### src/design/swpi_pkg.sv
// ----------------------------------------------------------------------------
// swpi_pkg
// Shared constants and types for the stack with positional insert.
// ----------------------------------------------------------------------------
package swpi_pkg;

  // store depth and derived widths
  localparam int DEPTH     = 16;
  localparam int CNT_W     = $clog2(DEPTH + 1);
  localparam int IDX_W     = $clog2(DEPTH);
  localparam int CNT_OUT_W = 5;
  localparam int POS_W     = 8;
  localparam int WORD_W    = 32;

  typedef logic signed [WORD_W-1:0] word_t;
  typedef logic [CNT_W-1:0]         cnt_t;
  typedef logic [IDX_W-1:0]         idx_t;

  // request codes
  localparam logic [1:0] MODE_PUSH   = 2'd0;
  localparam logic [1:0] MODE_POP    = 2'd1;
  localparam logic [1:0] MODE_INSERT = 2'd2;

  // status codes
  localparam logic [1:0] ST_OK     = 2'd0;
  localparam logic [1:0] ST_EMPTY  = 2'd1;
  localparam logic [1:0] ST_BADPOS = 2'd2;
  localparam logic [1:0] ST_FULL   = 2'd3;

endpackage

### src/design/stack_with_positional_insert_unit.sv
// ----------------------------------------------------------------------------
// stack_with_positional_insert_unit
// Bounded LIFO of signed words with push, pop and insert at a position.
// ----------------------------------------------------------------------------
// Usage:
//   Request channel: mode, position, value, taken on a rising edge with start
//   high and busy low. busy is only raised during reset, so a transaction can
//   be issued every cycle.
//   Result channel: status, popped_value and entry_count stand for exactly one
//   cycle with done high. The receiver cannot stall; results must be taken.
// Timing:
//   A request passes through the request register, then one pass through the
//   store update logic into the result register. Throughput is one
//   transaction per cycle; each request sees the store as left by the one
//   before it, since the store is updated in the same edge as its result.
// Store:
//   DEPTH word registers. An insert shifts every entry from the target slot
//   up to the top by one place in parallel; a push is an insert at the top.
// Reset:
//   Synchronous, active high. Clears the count, the request and result
//   strobes. Entry contents are left alone; only entries below the count
//   are ever read.
// ----------------------------------------------------------------------------
module stack_with_positional_insert_unit (
  input  logic                             clk,
  input  logic                             rst,
  input  logic                             start,
  output logic                             busy,
  input  logic [1:0]                       mode,
  input  logic [swpi_pkg::POS_W-1:0]       position,
  input  swpi_pkg::word_t                  value,
  output logic                             done,
  output logic [1:0]                       status,
  output swpi_pkg::word_t                  popped_value,
  output logic [swpi_pkg::CNT_OUT_W-1:0]   entry_count
);

  // request register
  logic                        req_valid;
  logic [1:0]                  req_mode;
  logic [swpi_pkg::POS_W-1:0]  req_pos;
  swpi_pkg::word_t             req_word;

  // stack state
  swpi_pkg::word_t             entries [swpi_pkg::DEPTH];
  swpi_pkg::cnt_t              count;

  // next-state and write controls
  swpi_pkg::cnt_t              count_next;
  swpi_pkg::cnt_t              top_cnt;
  swpi_pkg::cnt_t              slot_cnt;
  swpi_pkg::idx_t              slot;
  logic                        do_ins;
  logic                        is_full;
  logic                        pos_bad;
  logic [swpi_pkg::POS_W:0]    pos_ext;
  logic [swpi_pkg::POS_W:0]    lim_ext;
  logic [1:0]                  status_next;
  swpi_pkg::word_t             popped_next;
  logic [swpi_pkg::DEPTH-1:0]  wr_en;

  assign busy = rst;

  always_ff @(posedge clk) begin
    if (rst) begin
      req_valid <= 1'b0;
    end else begin
      req_valid <= start;
    end
    req_mode <= mode;
    req_pos  <= position;
    req_word <= value;
  end

  // single pass: classify the request, work out the new count and slot
  always_comb begin
    is_full     = (count == swpi_pkg::cnt_t'(swpi_pkg::DEPTH));
    top_cnt     = count - swpi_pkg::cnt_t'(1);
    pos_ext     = {1'b0, req_pos};
    lim_ext     = (swpi_pkg::POS_W + 1)'(count) + (swpi_pkg::POS_W + 1)'(1);
    pos_bad     = (req_pos == '0) || (pos_ext > lim_ext);
    slot_cnt    = count;
    do_ins      = 1'b0;
    status_next = swpi_pkg::ST_OK;
    popped_next = '0;
    count_next  = count;
    case (req_mode)
      swpi_pkg::MODE_PUSH: begin
        if (is_full) begin
          status_next = swpi_pkg::ST_FULL;
        end else begin
          do_ins     = 1'b1;
          count_next = count + swpi_pkg::cnt_t'(1);
        end
      end
      swpi_pkg::MODE_POP: begin
        if (count == '0) begin
          status_next = swpi_pkg::ST_EMPTY;
          popped_next = '1;
        end else begin
          popped_next = entries[top_cnt[swpi_pkg::IDX_W-1:0]];
          count_next  = top_cnt;
        end
      end
      swpi_pkg::MODE_INSERT: begin
        if (pos_bad) begin
          status_next = swpi_pkg::ST_BADPOS;
        end else if (is_full) begin
          status_next = swpi_pkg::ST_FULL;
        end else begin
          // new word lands at index count+1-position
          slot_cnt   = count + swpi_pkg::cnt_t'(1) - swpi_pkg::cnt_t'(req_pos);
          do_ins     = 1'b1;
          count_next = count + swpi_pkg::cnt_t'(1);
        end
      end
      default: begin
        status_next = swpi_pkg::ST_OK;
      end
    endcase
    slot = slot_cnt[swpi_pkg::IDX_W-1:0];
  end

  // entries from the slot up to the new top take part in the shift
  always_comb begin
    for (int i = 0; i < swpi_pkg::DEPTH; i++) begin
      wr_en[i] = req_valid && do_ins
                 && (swpi_pkg::cnt_t'(i) >= slot_cnt)
                 && (swpi_pkg::cnt_t'(i) <= count);
    end
  end

  always_ff @(posedge clk) begin
    for (int i = 0; i < swpi_pkg::DEPTH; i++) begin
      if (wr_en[i]) begin
        if (swpi_pkg::idx_t'(i) == slot || i == 0) begin
          entries[i] <= req_word;
        end else begin
          entries[i] <= entries[i-1];
        end
      end
    end
  end

  always_ff @(posedge clk) begin
    if (rst) begin
      count <= '0;
      done  <= 1'b0;
    end else begin
      done <= req_valid;
      if (req_valid) begin
        count <= count_next;
      end
    end
    status       <= status_next;
    popped_value <= popped_next;
    entry_count  <= swpi_pkg::CNT_OUT_W'(count_next);
  end

  // ---- assertions ----
  a_count_bound: assert property (@(posedge clk) disable iff (rst)
    count <= swpi_pkg::cnt_t'(swpi_pkg::DEPTH))
    else $error("stack count beyond depth");

  a_result_follows: assert property (@(posedge clk) disable iff (rst)
    start |=> ##1 done)
    else $error("accepted request produced no result");

  a_no_spurious: assert property (@(posedge clk) disable iff (rst)
    !req_valid |=> !done)
    else $error("result without a request");

  a_full_only_at_depth: assert property (@(posedge clk) disable iff (rst)
    req_valid && status_next == swpi_pkg::ST_FULL
      |-> count == swpi_pkg::cnt_t'(swpi_pkg::DEPTH))
    else $error("full reported below depth");

  a_ok_insert_grows: assert property (@(posedge clk) disable iff (rst)
    req_valid && do_ins |=> count == $past(count) + swpi_pkg::cnt_t'(1))
    else $error("insert did not grow the stack");

endmodule

### config.mk
export PLATFORM = sky130hd
export DESIGN_NAME = stack_with_positional_insert_unit
export DESIGN_NICKNAME = d
export VERILOG_FILES = /design/src/design/swpi_pkg.sv /design/src/design/stack_with_positional_insert_unit.sv
export SDC_FILE = /design/constraint.sdc
export NUM_CORES = 1
export LEC_CHECK = 0
export BUFFER_PORTS_ARGS = -buffer_cell sky130_fd_sc_hd__clkbuf_2
export CAP_MARGIN = 20
export CORE_ASPECT_RATIO = 1.5
export CORE_MARGIN = 2
export CORE_UTILIZATION = 44
export CTS_CLUSTER_DIAMETER = 120
export DETAILED_ROUTE_END_ITERATION = 8
export PLACE_DENSITY = 0.62
export SETUP_SLACK_MARGIN = 0.15
export SLEW_MARGIN = 20
export SYNTH_ARGS = -nofsm -noshare
export SYNTH_HDL_FRONTEND = slang
export SYNTH_SLANG_ARGS = --single-unit
### constraint.sdc
create_clock -name clk -period 7.95 [get_ports clk]
set_input_delay 0.795 -clock clk [delete_from_list [all_inputs] [get_ports clk]]
set_output_delay 0.795 -clock clk [all_outputs]
set_load 0.05 [all_outputs]
==> report_table.html <==
<table>
<tr><th>Metric</th><th>Value</th></tr>
<tr><th colspan="2">Run status</th></tr>
<tr><td>Result of the run</td><td>completed</td></tr>
<tr><th colspan="2">Yosys</th></tr>
<tr><td>Asr flop ratio synth</td><td>0%</td></tr>
<tr><td>Post-synthesis area per instance</td><td>17.3 um2</td></tr>
<tr><td>Most common flop cell mapped by yosys</td><td>sky130_fd_sc_hd__edfxtp_1</td></tr>
<tr><td>Largest family of logic cells by synthesized area</td><td>multiplexers</td></tr>
<tr><td>Total of flip-flops plus latches after synthesis</td><td>600</td></tr>
<tr><td>Area fraction in compound gates after synthesis</td><td>1.76%</td></tr>
<tr><td>Unique masters post-synth</td><td>67</td></tr>
<tr><td>Cell area after technology mapping</td><td>28500 um2</td></tr>
<tr><td>Count of flip-flops with a built-in enable after synthesis</td><td>512</td></tr>
<tr><td>Sequential element share of the synthesized area</td><td>between 60% and 70%</td></tr>
<tr><td>Area share of fa/ha/maj cells after synthesis</td><td>0.729%</td></tr>
<tr><td>Synthesized net count</td><td>roughly 1700</td></tr>
<tr><td>Simple-gate share of the synthesized area</td><td>under 10%</td></tr>
<tr><td>Mux cell area share after synthesis</td><td>31.8%</td></tr>
<tr><td>Gate count after technology mapping</td><td>1648</td></tr>
<tr><td>Most area-hungry cell type in the Yosys netlist</td><td>sky130_fd_sc_hd__edfxtp_1</td></tr>
<tr><td>Synth area leaders</td><td>sky130_fd_sc_hd__edfxtp_1 (54%), sky130_fd_sc_hd__mux2_2 (15%), sky130_fd_sc_hd__mux4_2 (13%), sky130_fd_sc_hd__dfxtp_1 (6.2%), sky130_fd_sc_hd__mux2_1 (4.3%)</td></tr>
<tr><td>Synth warn</td><td>0</td></tr>
<tr><td>Xor and xnor fraction of the mapped netlist area</td><td>0.246%</td></tr>
<tr><td>Share of Yosys cell area claimed by the top area cell type</td><td>53.9%</td></tr>
<tr><th colspan="2">Global route</th></tr>
<tr><td>Antenna violations before repair</td><td>0</td></tr>
<tr><td>Global Route met2 Usage</td><td>~42%</td></tr>
<tr><td>Most congested layer reported by global routing</td><td>met2</td></tr>
<tr><td>Largest net degree at the start of global routing</td><td>108</td></tr>
<tr><td>GRT Total Usage</td><td>23.5%</td></tr>
<tr><td>Vias in the first global route</td><td>approximately 17000</td></tr>
<tr><td>Grt ovf</td><td>0</td></tr>
<tr><td>Met3 track demand over resource</td><td>3.68%</td></tr>
<tr><td>Routing usage on met1</td><td>between 20% and 30%</td></tr>
<tr><td>Wire length of the first global-routing pass</td><td>113000 um</td></tr>
<tr><th colspan="2">Cells and area</th></tr>
<tr><td>Cell Count, Final, Fillers Out</td><td>2625</td></tr>
<tr><td>Footprint of the flip-flops and latches</td><td>17100 um2</td></tr>
<tr><td>Total Nets Final</td><td>around 1800</td></tr>
<tr><td>Fraction of final layout cells sized beyond drive strength 1</td><td>45.9%</td></tr>
<tr><td>Count of inserted antenna diode cells</td><td>0</td></tr>
<tr><td>Area Overhead vs Synth</td><td>12.3%</td></tr>
<tr><td>Layout fillers</td><td>5384</td></tr>
<tr><td>Area taken by multi-input logic gates</td><td>10900 um2</td></tr>
<tr><td>End-of-flow core utilization</td><td>around half</td></tr>
<tr><th colspan="2">Clock tree</th></tr>
<tr><td>CTS tree</td><td>yes</td></tr>
<tr><td>Hold-fix buffers at CTS</td><td>0</td></tr>
<tr><td>Clk Latency, worst-skew pair</td><td>0.64 ns</td></tr>
<tr><td>Max Root-Sink Buffers</td><td>3</td></tr>
<tr><td>Post-CTS setup buffers</td><td>0</td></tr>
<tr><td>Total number of H-tree levels</td><td>2</td></tr>
<tr><td>Number of CTS-inserted buffers</td><td>59</td></tr>
<tr><td>Clock input transition at the sequential cells of the worst setup and hold paths</td><td>approximately 0.06 ns</td></tr>
<tr><td>Post-cts resize count</td><td>0</td></tr>
<tr><td>Master cell of the clock root buffer</td><td>sky130_fd_sc_hd__clkbuf_16</td></tr>
<tr><td>CTS sink count</td><td>600</td></tr>
<tr><th colspan="2">Floorplan</th></tr>
<tr><td>Horizontal die dimension</td><td>212 um</td></tr>
<tr><td>Placeable Area</td><td>64300 um2</td></tr>
<tr><td>Number of top-level design ports</td><td>86</td></tr>
<tr><td>Starting density of the core</td><td>44.3%</td></tr>
<tr><td>Die Y</td><td>316 um</td></tr>
<tr><td>Std-Cell Rows</td><td>approximately 110</td></tr>
<tr><td>Die ar.</td><td>about 67000 um2</td></tr>
<tr><th colspan="2">Placement</th></tr>
<tr><td>Post-placement cell count</td><td>around 2500</td></tr>
<tr><td>Total of buffers placed on input and output ports</td><td>85</td></tr>
<tr><td>DP Wirelength</td><td>42200 um</td></tr>
<tr><td>Placer congestion estimate</td><td>roughly 0.85</td></tr>
<tr><th colspan="2">Worst setup path</th></tr>
<tr><td>Crit path cell chain</td><td>clkinv_1 &gt; nor2_1 &gt; nand2_1 &gt; xnor2_1 &gt; ha_1 &gt; and4_1 &gt; a41oi_1 &gt; nor2_1 &gt; nand2_1 &gt; o41ai_2 &gt; nand4bb_1 &gt; or2_2 &gt; buf_4 &gt; mux2_2</td></tr>
<tr><td>Slack of the worst reg-to-reg path</td><td>1.49 ns</td></tr>
<tr><td>RR Endpoint</td><td>entries[4][0]$_DFFE_PP_</td></tr>
<tr><td>Slowest cell on the critical path</td><td>sky130_fd_sc_hd__or2_2</td></tr>
<tr><td>Data arrival time of the worst path</td><td>6.85 ns</td></tr>
<tr><td>Delay of the slowest critical-path stage</td><td>0.78 ns</td></tr>
<tr><td>Worst setup path class</td><td>register to register</td></tr>
<tr><td>Number of cells on the worst reg-to-reg path</td><td>14</td></tr>
<tr><td>CP endpoint</td><td>entries[4][0]$_DFFE_PP_</td></tr>
<tr><td>Kind of launch point of the worst setup path</td><td>register</td></tr>
<tr><td>Start point of the critical path</td><td>count[0]$_SDFFE_PP0P_</td></tr>
<tr><td>Critical Path Sink Type</td><td>register</td></tr>
<tr><td>Endpoint required time on the critical path</td><td>approximately 8.3 ns</td></tr>
<tr><td>Largest driver fanout on the critical path</td><td>33</td></tr>
<tr><td>Launching point of the worst reg2reg path</td><td>count[0]$_SDFFE_PP0P_</td></tr>
<tr><th colspan="2">Job</th></tr>
<tr><td>Max_cap viols</td><td>0</td></tr>
<tr><th colspan="2">Timing</th></tr>
<tr><td>Setup repair after global routing missed its margin</td><td>no</td></tr>
<tr><td>Final Critical Period</td><td>6.46 ns</td></tr>
<tr><td>Upper clock frequency limit</td><td>155 MHz</td></tr>
<tr><td>Slew Limit Headroom</td><td>23.6%</td></tr>
<tr><td>Sum of negative setup slack</td><td>0 ns</td></tr>
<tr><td>Count of final max-slew check failures</td><td>0</td></tr>
<tr><td>Worst-case clock skew</td><td>0.0276 ns</td></tr>
<tr><td>Period Utilization, post-route</td><td>81.2%</td></tr>
<tr><td>Number of setup violations in the final report</td><td>0</td></tr>
<tr><td>Final Hold Vio Count</td><td>0</td></tr>
<tr><td>Slew at the pin with the worst max-slew slack</td><td>between 1 and 1.5 ns</td></tr>
<tr><th colspan="2">Routing</th></tr>
<tr><td>Total vias in the final route</td><td>15730</td></tr>
<tr><td>Total detailed-routing wirelength</td><td>77200 um</td></tr>
<tr><td>Total iterations of the first detailed-routing run</td><td>5</td></tr>
<tr><td>Number of violations reported at the end of detailed-routing iteration 0</td><td>approximately 1400</td></tr>
<tr><td>Detailed-route DRC error count</td><td>0</td></tr>
<tr><td>Via density per instance</td><td>5.99</td></tr>
<tr><td>Mean routed wirelength per cell</td><td>29.4 um</td></tr>
<tr><td>Number of nets with antenna violations after detailed routing</td><td>0</td></tr>
<tr><th colspan="2">Min path</th></tr>
<tr><td>HP Class</td><td>primary input to register</td></tr>
<tr><td>Worst hold stages</td><td>1</td></tr>
<tr><th colspan="2">Pwr</th></tr>
<tr><td>Static Leak</td><td>0.0104 uW</td></tr>
<tr><td>Areal power density over the cells</td><td>224 nW/um2</td></tr>
<tr><td>Maximum VDD drop</td><td>0.152 mV</td></tr>
<tr><td>Final Power</td><td>7160 uW</td></tr>
</table>
==> critical path: cells and delay by family, from the launching register on <==
family / cells / cell delay [ns]
AOI/OAI and AO/OA: 2 / 0.82
xor gates and xnor gates: 1 / 0.21
adders and majority gates: 1 / 0.41
buffers and inverters: 2 / 0.99
DFF: 1 / 0.74
muxes: 1 / 0.38
and+or+nand+nor: 7 / 2.63
==> flip-flops by register name, summed over array words and instances, names as in the netlist <==
name / flops
entry_count: 5
entries: 512
req_pos: 8
req_valid: 1
count: 5
done: 1
req_mode: 2
status: 2
req_word: 32
popped_value: 32
==> synth_stat cells, drive strengths merged (3+ instances only) <==
cell / count
edfxtp: 512
buf: 70
a21o: 3
xnor2: 5
nand2: 15
nor3b: 6
nand3: 3
nor2: 87
mux4: 160
nor2b: 5
nand2b: 5
clkbuf: 68
mux2: 481
ha: 15
xor2: 3
mux2i: 4
a211oi: 14
inv: 16
a21oi: 19
o21ai: 7
nor3: 13
or3: 3
dfxtp: 88
o22ai: 3
and2: 4
a31oi: 8
==> worst min path at each step <==
stage	from	to	slack, ns
5_1_grt	value[3]	req_word[3]$_DFF_P_	0.22
2_1_floorplan	req_mode[0]$_DFF_P_	status[1]$_DFF_P_	0.46
3_3_place_gp	req_mode[0]$_DFF_P_	status[1]$_DFF_P_	0.53
6_report	value[17]	req_word[17]$_DFF_P_	0.25
4_1_cts	value[4]	req_word[4]$_DFF_P_	0.21
3_5_place_dp	req_mode[0]$_DFF_P_	status[1]$_DFF_P_	0.52
==> per-stage QoR <==
step                      hold WS, ns  worst slack, ns  cell area [um2]
after floorplan                 0.461             1.43            28500
after global placement          0.530             1.59            30000
after detailed placement        0.525             1.49            30000
after CTS                       0.213             1.46            32000
after global routing            0.217             1.15            32000
final                           0.251             1.49            32000
==> cell type report <==
type | count | area share, %
Timing Repair Buffer | 133 | 2.67
Inverter | 17 | 0.199
Tap cell | 870 | 3.40
Sequential cell | 600 | 53.5
Multi-Input combinational cell | 893 | 34.0
Clock buffer | 92 | 5.42
Clock inverter | 20 | 0.770
==> cell families after synthesis <==
kind of cell,count (synthesis)
muxes,645
adders and majority gates,16
buffers and inverters,155
AOI/OAI and AO/OA,66
DFF,600
xor gates and xnor gates,8
and+or+nand+nor,158
==> where the power goes <==
part	internal (uW)	switching, uW
combinational	333	395
clock	1660	1230
sequential	3470	65.1
==> per-layer routing <==
| layer | routed length [um] | vias to the layer above |
|---|---|---|
| met3 | 3700 | 133 |
| met5 | 0 | - |
| met4 | 2280 | 0 |
| met1 | 30500 | 8427 |
| met2 | 40700 | 502 |
| li1 | - | 6668 |
==> cells in the final DEF, fill, tap and decap left out, types with 11 or more instances in the layout <==
cell type | synthesis | layout
sky130_fd_sc_hd__buf_4 | 25 | 43
sky130_fd_sc_hd__edfxtp_1 | 512 | 512
sky130_fd_sc_hd__nand2_1 | 15 | 14
sky130_fd_sc_hd__mux2_1 | 110 | 110
sky130_fd_sc_hd__clkbuf_2 | 1 | 85
sky130_fd_sc_hd__clkbuf_8 | 0 | 11
sky130_fd_sc_hd__a21oi_1 | 18 | 17
sky130_fd_sc_hd__clkbuf_16 | 0 | 60
sky130_fd_sc_hd__inv_1 | 16 | 16
sky130_fd_sc_hd__ha_1 | 15 | 14
sky130_fd_sc_hd__dfxtp_1 | 88 | 87
sky130_fd_sc_hd__mux4_2 | 160 | 160
sky130_fd_sc_hd__nor2_1 | 85 | 83
sky130_fd_sc_hd__clkbuf_1 | 67 | 20
sky130_fd_sc_hd__mux2_2 | 371 | 371
(Power assumes the default switching activity.)
